`config.mk`:
```
export PLATFORM = sky130hd
export DESIGN_NAME = p1305_fifo
export DESIGN_NICKNAME = d
export VERILOG_FILES = /design/src/hw/rtl/p1305_pkg.sv /design/src/hw/rtl/p1305_fifo.sv
export SDC_FILE = /design/constraint.sdc
export NUM_CORES = 1
export LEC_CHECK = 0
export BUFFER_PORTS_ARGS = -buffer_cell sky130_fd_sc_hd__buf_2
export CORE_UTILIZATION = 50
export DETAILED_ROUTE_END_ITERATION = 6
export PLACE_DENSITY_LB_ADDON = 0.3
export SYNTH_ARGS = -nofsm -noshare
export SYNTH_HDL_FRONTEND = slang
export SYNTH_SLANG_ARGS = --single-unit
```
`constraint.sdc`:
```
create_clock -name clk -period 5.8 [get_ports clk]
set_clock_uncertainty 0.2 [all_clocks]
set_input_delay 0.87 -clock clk [delete_from_list [all_inputs] [get_ports clk]]
set_output_delay 0.87 -clock clk [all_outputs]
set_load 0.1 [all_outputs]
```
`src/hw/rtl/p1305_pkg.sv`:
```
// Shared types and constants for the Poly1305 authenticator.
package p1305_pkg;

  localparam int LimbW  = 26;
  localparam int QDepth = 4;
  localparam int QPtrW  = 2;

  localparam logic [1:0] REG_R_LOW    = 2'd0;
  localparam logic [1:0] REG_R_HIGH   = 2'd1;
  localparam logic [1:0] REG_PAD_LOW  = 2'd2;
  localparam logic [1:0] REG_PAD_HIGH = 2'd3;

  // One padded message block on its way from front to back.
  typedef struct packed {
    logic [127:0] msg;
    logic         hibit;
    logic         absorb;
    logic         last;
  } work_t;

endpackage

```
`src/hw/rtl/p1305_fifo.sv`:
```
// Short word queue between the front and back ends.
module p1305_fifo
  import p1305_pkg::*;
(
  input  logic  clk,
  input  logic  rst,
  input  logic  push,
  input  work_t wdata,
  output logic  full,
  input  logic  pop,
  output work_t rdata,
  output logic  empty
);

  work_t          mem [QDepth];
  logic [QPtrW-1:0] wptr;
  logic [QPtrW-1:0] rptr;
  logic [QPtrW:0]   count;
  logic             do_push;
  logic             do_pop;

  assign full    = (count == (QPtrW+1)'(QDepth));
  assign empty   = (count == '0);
  assign do_push = push && !full;
  assign do_pop  = pop && !empty;
  assign rdata   = mem[rptr];

  always_ff @(posedge clk) begin
    if (do_push) begin
      mem[wptr] <= wdata;
    end
  end

  always_ff @(posedge clk) begin
    if (rst) begin
      wptr  <= '0;
      rptr  <= '0;
      count <= '0;
    end else begin
      if (do_push) wptr <= wptr + 1'b1;
      if (do_pop)  rptr <= rptr + 1'b1;
      if (do_push && !do_pop) begin
        count <= count + 1'b1;
      end else if (do_pop && !do_push) begin
        count <= count - 1'b1;
      end
    end
  end

endmodule

```
==> flow_summary.toml <==
[floorplanning]
die_h_um = 199
row_count = 71
die_w_um = 199
fp.coreArea_sq_mm = 0.0379
initial_core_util = 0.511
die-area_sq_mm = 0.0395
ios = 268

[clock_network]
cts_resized = 0
hold_buffers = 0
htreeDepth = 2
cts-root-buf = "clkbuf_16"
insertion_delay_ps = 580
post_cts_buffers = 0
cts_tree = "yes"
clk_pin_slew_ps = 60
cts_sinks = 533
cts_buffer_depth = 3
cts_made_buffers = 52

[detailed_routing]
drc_errors = 0
ant_nets = 0
num_vias = 8593
drt-initial-drc-count = 357
dr.pass1.iters = 4
via_per_inst = 5.40
routedWlPerCell_um = 22.1
routed_wl_um = 35100

[critical_path]
startpoint_type = "flop"
r2r_start = "count[0]"
cpMaxStageDelayCell = "dfxtp_4"
critPathMaxStageDelay_ps = 980
crit_arrival_ps = 2910
worstPathCellList = "buf_12 -> mux4_2 -> buf_2"
ff2ff_setup_slack_ps = 3000
critPathKind = "flop to output port"
crit_path_end_kind = "output port"
cp.required_ps = 4730
crit_fanout = 45
reg2reg_depth = 4
rr_endpoint = "mem[2][102]"

[sta]
finalHoldViolations = 0
finalSetupViolCount = 0
drv_slew = 0
tightest_slew_ps = 1010
fin_crit_sh = 0.686
fmax_mhz = 251
period_needed_ps = 3980
rsz0062_at_grt = "no"
fin_setup_tns_ps = 0
slew_headroom = 0.327

[synth]
syn_nets = 874
yosysSeqAreaShare = 0.822
synth.avg_cell_area_sq_um = 26.4
synth.top_cell.area_share = 0.812
yosysWarnings = 0
ys_top_cells_by_area = "edfxtp_1 81%, mux4_2 15%, dfxtp_1 0.93%"
yosys.area.top_type = "edfxtp_1"
synth_seq_cells = 533
synthesis.area_sq_mm = 0.0194
syn_inst = 733
synth_cell_types = 23

[place]
placed_cells_incl_taps = 1493
gp_routability_congestion = 0.695
port_buffers = 267
hpwl_um = 21100

[global_routing]
grt_pass1_wl_um = 52600
grt_pass1_vias = 9121
grt_max_degree = 77
antenna_found_initial = 8
grt_usage = 0.182
grt_overflow = 0

[layout]
nNetsFinal = 1177
area_growth_pct = 19.0
fin_util = 0.608
drive_gt1_frac = 0.460
instances_no_fill = 1590

[flow_run]
cap_violations = 0

[worst_hold_path]
holdPathStages = 1
worstHoldStart = "wdata[119]"
hold_path_end = "mem[0][119]"
min_path_type = "primary input to flop"

[status]
run_status = "completed"
## flip-flops by register name (all words and copies together), names as in the netlist, named ones only
| name | cells |
|---|---|
| rptr | 2 |
| count | 3 |
| mem | 524 |
| wptr | 2 |
## metal layers
metal | share of wire | up-vias | global-route usage
li1 | - | 3776 | -
met1 | 0.40 | 4477 | 0.234
met2 | 0.49 | 268 | 0.286
met3 | 0.089 | 62 | 0.0666
met4 | 0.020 | 10 | 0.0630
met5 | 0.0020 | - | 0
## worst max-delay path: cells and delay by family (launching register included)
family,cells,cell delay (ps)
flip-flops,1,980
multiplexers,1,560
buffers and inverters,2,680
## Yosys cell counts (all sizes together)
cell	number
clkbuf	4
nor3b	1
buf	27
o31ai	1
a21oi	2
nand2b	2
nor2	6
mux4	131
inv	4
xor2	4
fa	1
o311ai	1
o21ai	2
mux2i	2
or3	2
and2	4
edfxtp	524
nor3	1
dfxtp	9
ha	5
## kinds of logic after synthesis
| logic type | after synthesis | share of synthesized area |
|---|---|---|
| DFF | 533 | 0.822 |
| muxes | 133 | 0.153 |
| buffers and inverters | 35 | 0.0125 |
| and+or+nand+nor | 16 | 0.00439 |
| AOI/OAI and AO/OA | 6 | 0.00187 |
| adders and majority gates | 6 | 0.00426 |
| xor gates and xnor gates | 4 | 0.00181 |
## cell type report
class	count	area [sq um]
sequential	533	15900
clock buffer	66	1390
multi-input combinational	165	3220
fill	2643	14900
antenna	2	5.00
inverter	4	15.0
clock inverter	29	325
tap	511	639
timing repair buffer	280	1530
## through the flow
stage | cell area (sq um) | hold slack [ps] | setup WS, ps
finish | 23100 | 293 | 1820
detailed placement | 21300 | 314 | 2350
global route | 23000 | 272 | 1590
global placement | 21300 | 302 | 2370
CTS | 23000 | 258 | 1710
floorplan | 19400 | 282 | 878
## worst max-delay path by stage
stage | to | cells after the start
6_report | rdata[69] | 3
5_1_grt | rdata[74] | 3
4_1_cts | rdata[28] | 3
3_5_place_dp | rdata[28] | 3
3_3_place_gp | rdata[28] | 3
2_1_floorplan | mem[0][0] | 3
## cell usage in the layout, fill, tap and decap left out, types with 2 or more instances in the layout
cell type and n:
edfxtp_1 524, buf_2 267, mux4_2 131, clkbuf_16 53
clkinv_2 12, clkbuf_1 12, buf_12 8, bufinv_16 7
dfxtp_1 7, nor2_1 6, clkinv_1 6, ha_1 5
buf_4 5, inv_1 4, and2_4 4, xor2_1 4
diode_2 2, o21ai_0 2, or3_1 2, a21oi_1 2
mux2i_1 2, nand2b_1 2, dfxtp_4 2, inv_6 2
clkinvlp_4 2
Power is left out: the tool's default activity adds up to more than one toggle a clock period on the data nets, which glitch-free logic cannot reach.
