==> config.mk <==
export PLATFORM = sky130hd
export DESIGN_NAME = p1305_front
export DESIGN_NICKNAME = d
export VERILOG_FILES = /design/src/hw/rtl/p1305_pkg.sv /design/src/hw/rtl/p1305_front.sv
export SDC_FILE = /design/constraint.sdc
export NUM_CORES = 1
export LEC_CHECK = 0
export ABC_AREA = 1
export BUFFER_PORTS_ARGS = -buffer_cell sky130_fd_sc_hd__buf_4
export CORE_AREA = 2 2 104 106
export DETAILED_ROUTE_END_ITERATION = 6
export DIE_AREA = 0 0 106 108
export PLACE_DENSITY = 0.52
export SLEW_MARGIN = 30
export SYNTH_ARGS = -nofsm -noshare
export SYNTH_HDL_FRONTEND = slang
export SYNTH_SLANG_ARGS = --single-unit
==> constraint.sdc <==
create_clock -name vclk -period 0.8
set_input_delay 0 -clock vclk [all_inputs]
set_output_delay 0 -clock vclk [all_outputs]
set_load 0.05 [all_outputs]
==> src/hw/rtl/p1305_pkg.sv <==
// Shared types and constants for the Poly1305 authenticator.
package p1305_pkg;

  localparam int LimbW  = 26;
  localparam int QDepth = 4;
  localparam int QPtrW  = 2;

  localparam logic [1:0] REG_R_LOW    = 2'd0;
  localparam logic [1:0] REG_R_HIGH   = 2'd1;
  localparam logic [1:0] REG_PAD_LOW  = 2'd2;
  localparam logic [1:0] REG_PAD_HIGH = 2'd3;

  // One padded message block on its way from front to back.
  typedef struct packed {
    logic [127:0] msg;
    logic         hibit;
    logic         absorb;
    logic         last;
  } work_t;

endpackage

==> src/hw/rtl/p1305_front.sv <==
// Front end: pads a message block and classifies it for the back end.
module p1305_front
  import p1305_pkg::*;
(
  input  logic [63:0] block_low,
  input  logic [63:0] block_high,
  input  logic [4:0]  byte_count,
  input  logic        last,
  output work_t       work
);

  logic [4:0]   n;
  logic [127:0] data;

  always_comb begin
    n    = (byte_count > 5'd16) ? 5'd16 : byte_count;
    data = {block_high, block_low};
    for (int b = 0; b < 16; b++) begin
      if (5'(b) < n) begin
        work.msg[8*b +: 8] = data[8*b +: 8];
      end else if (5'(b) == n) begin
        work.msg[8*b +: 8] = 8'h01;
      end else begin
        work.msg[8*b +: 8] = 8'h00;
      end
    end
    work.hibit  = (n == 5'd16);
    work.absorb = (n != 5'd0);
    work.last   = last;
  end

endmodule

==> flow_summary.toml, run 1 <==
[outcome]
status = "finished, violations left"
violations = "negative setup slack"

[cells_and_area]
n_antenna_cell = 0
utilization = 0.539
design.seq.count = 0
final_nets = 753
multi_input_area_sq_um = 1800
area.sequential_sq_um = 0
fillers = 941
final_common_cell = "buf_4"
drive_gt1_frac = 0.755
layout_common_cells = "buf_4, inv_1, buf_6"
area.growth.synth_to_final_pct = 327
clkbuf_count = 0

[timing]
setup_slack_ns = -0.168
period_share = 1.21
hold_slack_ns = 0.000509
setup_tns_ns = -11.38
rsz0062_at_grt = "true"
setup_viol = 121
timing.final.max_slew_violations = 0
tightest_slew_ns = 0.243
fmax_ghz = 1.03
hold_violations = 0
finalCriticalPeriod_ns = 0.968
relSlewSlack = 0.838

[die]
fp.dieW_um = 106
io_pins = 265
fp-row-count = 37
dieHeight_um = 108
core-area_sq_um = 10200
initial_core_util = 0.126
dieArea_sq_um = 11400

[power]
peakVddDrop_mv = 0.453
p_per_area_nw_per_um2 = 868
p_leak_nw = 3.02
power_mw = 4.79

[global_routing]
grt_max_degree = 10
antenna_found_initial = 0
grt_pass1_vias = 2906
grtUsageTotal = 0.143
grt_pass1_wl_mm = 13.6
grt_overflow = 0

[drt]
routedWlPerCell_um = 11.8
drc_errors = 0
first_pass_iters = 3
drt_iter0_markers = 85
drt-total-wl_mm = 8.87
postRouteAntennaNets = 0
num_vias = 2827
routed_via_density = 3.75

[critical_path]
cp_num_buf_inv = 4
crit_type = "input pin to output port"
crit_slowest_cell = "nor2_4"
cp-end-kind = "output port"
critPathTopFamily = "buffers and inverters"
required_ns = 0.80
cp.arrival_ns = 0.97
crit_path_cell_trace = "buf_8 -> nor2_4 -> buf_6 -> nand2_8 -> o21ai_4 -> buf_12 -> nor2_4 -> buf_6"
slowest_delay_ns = 0.19
cp_max_fo = 8
crit_path_start_kind = "input pin"

[synthesis]
synthesis.nets = 450
syn_area_sq_um = 1290
yosysWarnings = 0
synth_seq_area_share = 0
post_synth_num_cell_types = 20
avgSynthCellArea_sq_um = 4.09
netlist_instances = 316

[placement]
hpwl_mm = 7.47
pre_cts_ws_ns = -0.292
gp_congestion = 0.748
port_buffers = 263

[worst_hold_path]
worst_hold_path.num_cells = 0
hp-start = "last"
holdPathEnd = "work[0]"
hold_class = "input pin to output port"

[cts]
cts_hold_buf = 0

[job]
max-cap-violations = 0
-- per-layer routing --
layer,part of all wire,up-vias,global-route usage
met5,0,-,0
met4,0.0087,0,0.0103
met3,0.099,6,0.0344
met2,0.57,161,0.301
met1,0.32,1214,0.147
li1,-,1446,-
-- Yosys cell counts (all sizes together) --
library cell,count,share of area
inv,127,0.37
a21oi,4,0.024
nand3,8,0.035
o21ai,5,0.022
clkbuf,1,0.0029
buf,5,0.023
nor2,111,0.34
nand2,52,0.17
or2,1,0.0048
nand4,2,0.0097
-- timing repair --
item | 4_1_cts | 5_1_grt
gates resized for setup | 191 | 34
setup buffers | 8 | 2
gates cloned | 1 | 0
pin swaps | 23 | 16
setup endpoints to repair | 119 | 122
-- power by group --
part	total [mW]	internal, mW	switching, mW
logic	4.79	1.94	2.84
registers	0	0	0
clock network	0	0	0
total	4.79	1.94	2.84
-- stage by stage --
| step | area (sq um) | cells |
|---|---|---|
| after floorplan | 2110 | 316 |
| after global placement | 4530 | 742 |
| after detailed placement | 4530 | 742 |
| after CTS | 5360 | 751 |
| after global routing | 5510 | 753 |
| final | 5510 | 753 |
-- how the worst max path moves through the flow --
stage	from	endpoint	slack (ns)	cells past startpoint
2_1_floorplan	byte_count[4]	work[92]	-0.12	3
6_report	byte_count[3]	work[58]	-0.17	8
5_1_grt	byte_count[3]	work[58]	-0.21	8
3_3_place_gp	byte_count[3]	work[24]	-0.26	6
4_1_cts	byte_count[4]	work[36]	-0.20	8
3_5_place_dp	byte_count[3]	work[20]	-0.29	6
-- final cells by class --
type	count	area share
timing repair inverter	1	0.00114
inverter	127	0.0965
timing repair buffer	306	0.544
tap	136	0.0309
multi-input combinational	183	0.327
-- cells by family after synthesis --
family | Yosys count | synth area share
AND/OR/NAND/NOR | 174 | 0.558
buffers and inverters | 133 | 0.395
AO/OA/AOI/OAI | 9 | 0.0465
(Power assumes the default switching activity.)
==> inputs of run 2 (changes only) <==
--- a/config.mk
+++ b/config.mk
@@ -10,6 +10,7 @@
 export CORE_AREA = 2 2 104 106
 export DETAILED_ROUTE_END_ITERATION = 6
 export DIE_AREA = 0 0 106 108
+export GPL_TIMING_DRIVEN = 0
 export PLACE_DENSITY = 0.52
 export SLEW_MARGIN = 30
 export SYNTH_ARGS = -nofsm -noshare
==> run 2 against run 1 <==
Against the previous run: the run still ends with negative setup slack left; combinational power decreased by 4%; sequential share of layout area did not move; flip-flop and latch count is the same; setup slack worse by 0.038 ns; global-route usage down 1.0 points; hold slack better by 0.25 ns; highest routed layer is now met3.
==> flow_summary.toml, run 2 (synthesized netlist as in run 1, its figures left out) <==
[outcome]
status = "finished, violations left"
violations = "negative setup slack"

[die]
fp-row-count = 37
dieArea_sq_um = 11400
core-area_sq_um = 10200
fp.dieW_um = 106
initial_core_util = 0.126
io_pins = 265
dieHeight_um = 108

[critical_path]
crit_type = "input pin to output port"
crit_slowest_cell = "nand2_4"
crit_path_cell_trace = "buf_12 -> nor2_4 -> buf_12 -> nand4_1 -> nand2_4 -> nor2_4 -> buf_6"
cp.arrival_ns = 1.01
crit_path_start = "byte_count[4]"
required_ns = 0.80
cp-end-kind = "output port"
cp_num_buf_inv = 3
critPathCapture = "work[41]"
slowest_delay_ns = 0.25
worst-path-stages = 7
crit_path_start_kind = "input pin"
critPathTopFamily = "simple AND/OR/NAND/NOR gates"
cp_max_fo = 7

[global_routing]
antenna_found_initial = 0
grtUsageTotal = 0.133
grt_pass1_vias = 2672
grt_max_degree = 11
grt_overflow = 0
grt_pass1_wl_mm = 12.7

[cells_and_area]
final_cell_count_no_fill = 733
fillers = 986
clkbuf_count = 0
area.sequential_sq_um = 0
drive_gt1_frac = 0.745
postLayoutCellArea_sq_um = 5200
design.seq.count = 0
utilization = 0.508
multi_input_area_sq_um = 1750
final_common_cell = "buf_4"
final_nets = 733
area.growth.synth_to_final_pct = 303
n_antenna_cell = 0
layout_common_cells = "buf_4, inv_1, nor2_4"

[drt]
postRouteAntennaNets = 0
routedWlPerCell_um = 11.5
drt_iter0_markers = 61
routed_via_density = 3.80
num_vias = 2783
drt-total-wl_mm = 8.45
drc_errors = 0
first_pass_iters = 3

[placement]
port_buffers = 263
hpwl_mm = 7.32
place_area_sq_um = 4260
dp_cells = 715
gp_congestion = 0.718

[worst_hold_path]
hold_class = "input pin to output port"

[timing]
setup_viol = 109
relSlewSlack = 0.817
tightest_slew_ns = 0.275
timing.final.max_slew_violations = 0
finalCriticalPeriod_ns = 1.01
hold_violations = 0
setup_slack_ns = -0.206
rsz0062_at_grt = "true"
hold_slack_ns = 0.254
fmax_ghz = 0.994
period_share = 1.26

[cts]
cts_hold_buf = 0

[power]
power_mw = 4.61
p_leak_nw = 2.86
p_per_area_nw_per_um2 = 886
peakVddDrop_mv = 0.474

[job]
max-cap-violations = 0
-- run 2: power breakdown --
part / internal, mW / switching [mW]
Combinational: 1.82 / 2.79
Clock: 0 / 0
Sequential: 0 / 0
Total: 1.82 / 2.79
-- run 2: metal layers --
| metal | share of wire | vias to the layer above | track usage |
|---|---|---|---|
| met3 | 0.11 | 0 | 0.0350 |
| met1 | 0.33 | 1213 | 0.145 |
| li1 | - | 1415 | - |
| met2 | 0.57 | 155 | 0.271 |
| met5 | 0 | - | 0 |
| met4 | 0 | 0 | 0 |
-- run 2: repair_timing --
action	4_1_cts	5_1_grt
hold endpoints to repair	0	0
pin swaps	11	17
setup endpoints to repair	122	122
gates resized for setup	124	71
setup buffers	15	3
gates cloned	0	0
-- run 2: area by class of cell --
class | instances | area share
Tap cell | 136 | 0.0327
Timing Repair Buffer | 281 | 0.515
Buffer | 6 | 0.0149
Inverter | 127 | 0.101
Multi-Input combinational cell | 183 | 0.336
-- run 2: worst min-delay path by stage --
stage | endpoint | cells past startpoint | start
floorplan | work[100] | 2 | block_high[33]
global placement | work[0] | 2 | last
detailed placement | work[0] | 2 | last
CTS | work[0] | 2 | last
global route | work[0] | 2 | last
finish | work[0] | 2 | last
-- run 2: metrics by stage --
stage	TNS (ns)	setup slack [ns]
2_1_floorplan	-2.93	-0.121
3_3_place_gp	-33.37	-0.478
3_5_place_dp	-33.75	-0.487
4_1_cts	-13.02	-0.193
5_1_grt	-18.73	-0.247
6_report	-13.13	-0.206
==> inputs of run 3 (changes only) <==
--- a/config.mk
+++ b/config.mk
@@ -12,6 +12,7 @@
 export DIE_AREA = 0 0 106 108
 export GPL_TIMING_DRIVEN = 0
 export PLACE_DENSITY = 0.52
+export SKIP_LAST_GASP = 1
 export SLEW_MARGIN = 30
 export SYNTH_ARGS = -nofsm -noshare
 export SYNTH_HDL_FRONTEND = slang
==> run 3 against run 2 <==
Against the previous run: the flow still finishes with violations (negative setup slack); wire length down 0.45%; power about the same; clock-buffer cell count unchanged; global-route usage about the same; fmax about the same; cell count unchanged; cell area about the same; setup slack worse by 0.00088 ns; largest cell class unchanged; largest power group unchanged; highest routed layer unchanged.
==> flow_summary.toml, run 3 (synthesized netlist as in run 1, its figures left out) <==
[placement]
dp_cells = 715
port_buffers = 263
gp_congestion = 0.718
hpwl_mm = 7.32
pre_cts_ws_ns = -0.487

[critical_path]
crit_path_cell_trace = "buf_12 -> nor2_4 -> buf_12 -> nand4_1 -> nand2_4 -> nor2_4 -> buf_8"
cp_max_fo = 7
cp_num_buf_inv = 3
cp-end-kind = "output port"
cp.arrival_ns = 1.01
required_ns = 0.80
slowest_delay_ns = 0.25
crit_type = "input pin to output port"
crit_slowest_cell = "nand2_4"
critPathTopFamily = "simple AND/OR/NAND/NOR gates"
crit_path_start_kind = "input pin"

[cells_and_area]
final_common_cell = "buf_4"
area.sequential_sq_um = 0
utilization = 0.508
drive_gt1_frac = 0.745
layout_common_cells = "buf_4, inv_1, nor2_4"
clkbuf_count = 0
area.growth.synth_to_final_pct = 303
final_nets = 733
final_cell_count_no_fill = 733
design.seq.count = 0
n_antenna_cell = 0

[global_routing]
grt_max_degree = 11
antenna_found_initial = 0
grt_overflow = 0
grt_pass1_vias = 2680
grt_pass1_wl_mm = 12.7
grtUsageTotal = 0.133

[timing]
tightest_slew_ns = 0.275
period_share = 1.26
setup_tns_ns = -12.85
setup_slack_ns = -0.207
finalCriticalPeriod_ns = 1.01
setup_viol = 109
hold_violations = 0
fmax_ghz = 0.993
rsz0062_at_grt = "true"
relSlewSlack = 0.817
timing.final.max_slew_violations = 0

[outcome]
violations = "negative setup slack"
status = "finished, violations left"

[die]
fp.dieW_um = 106
fp-row-count = 37
io_pins = 265
initial_core_util = 0.126
dieArea_sq_um = 11400
core-area_sq_um = 10200
dieHeight_um = 108

[drt]
drt-total-wl_mm = 8.42
first_pass_iters = 4
routed_via_density = 3.80
routedWlPerCell_um = 11.5
num_vias = 2789
drc_errors = 0
postRouteAntennaNets = 0
drt_iter0_markers = 64

[cts]
cts_hold_buf = 0

[power]
p_per_area_nw_per_um2 = 886
peakVddDrop_mv = 0.474
p_leak_nw = 2.86

[worst_hold_path]
hold_class = "input pin to output port"

[job]
max-cap-violations = 0
[run 3: cell counts in the layout (fill, tap and decap cells not counted)]
Identical to the previous run, type by type.
[run 3: what timing repair did]
action                                  CTS  global route
buffers inserted                         15             3
endpoints found under the hold margin     0             0
resized for setup                       122            72
endpoints found under the setup margin  122           122
pin swaps                                11            16
[run 3: final timing paths]
path,depth (start not counted),to,from,slack (ns)
setup / recovery,7,work[42],byte_count[4],-0.21
hold / removal,2,work[0],last,0.25
[run 3: cell type report]
type               count  area [sq um]
well taps            136           170
repair buffers       281          2680
plain buffers          6          77.6
fillers              981          5030
multi-input cells    183          1750
inverters            127           528
[run 3: metrics by stage]
stage	instance area [sq um]	power (mW)	hold slack, ns
2_1_floorplan	2110	2.67	0.151
3_3_place_gp	4260	4.00	0.255
3_5_place_dp	4260	4.01	0.255
4_1_cts	4900	4.43	0.255
5_1_grt	5200	4.82	0.268
6_report	5200	4.61	0.254
[run 3: report_power, final]
part	internal, mW	switching (mW)
Clock	0	0
Combinational	1.82	2.79
Sequential	0	0
Total	1.82	2.79
[run 3: metal layers]
layer	GRT usage	part of all wire	vias to the layer above
met5	0	0	-
met4	0	0	0
met3	0.0356	0.11	0
met2	0.271	0.57	155
met1	0.145	0.33	1221
li1	-	-	1413
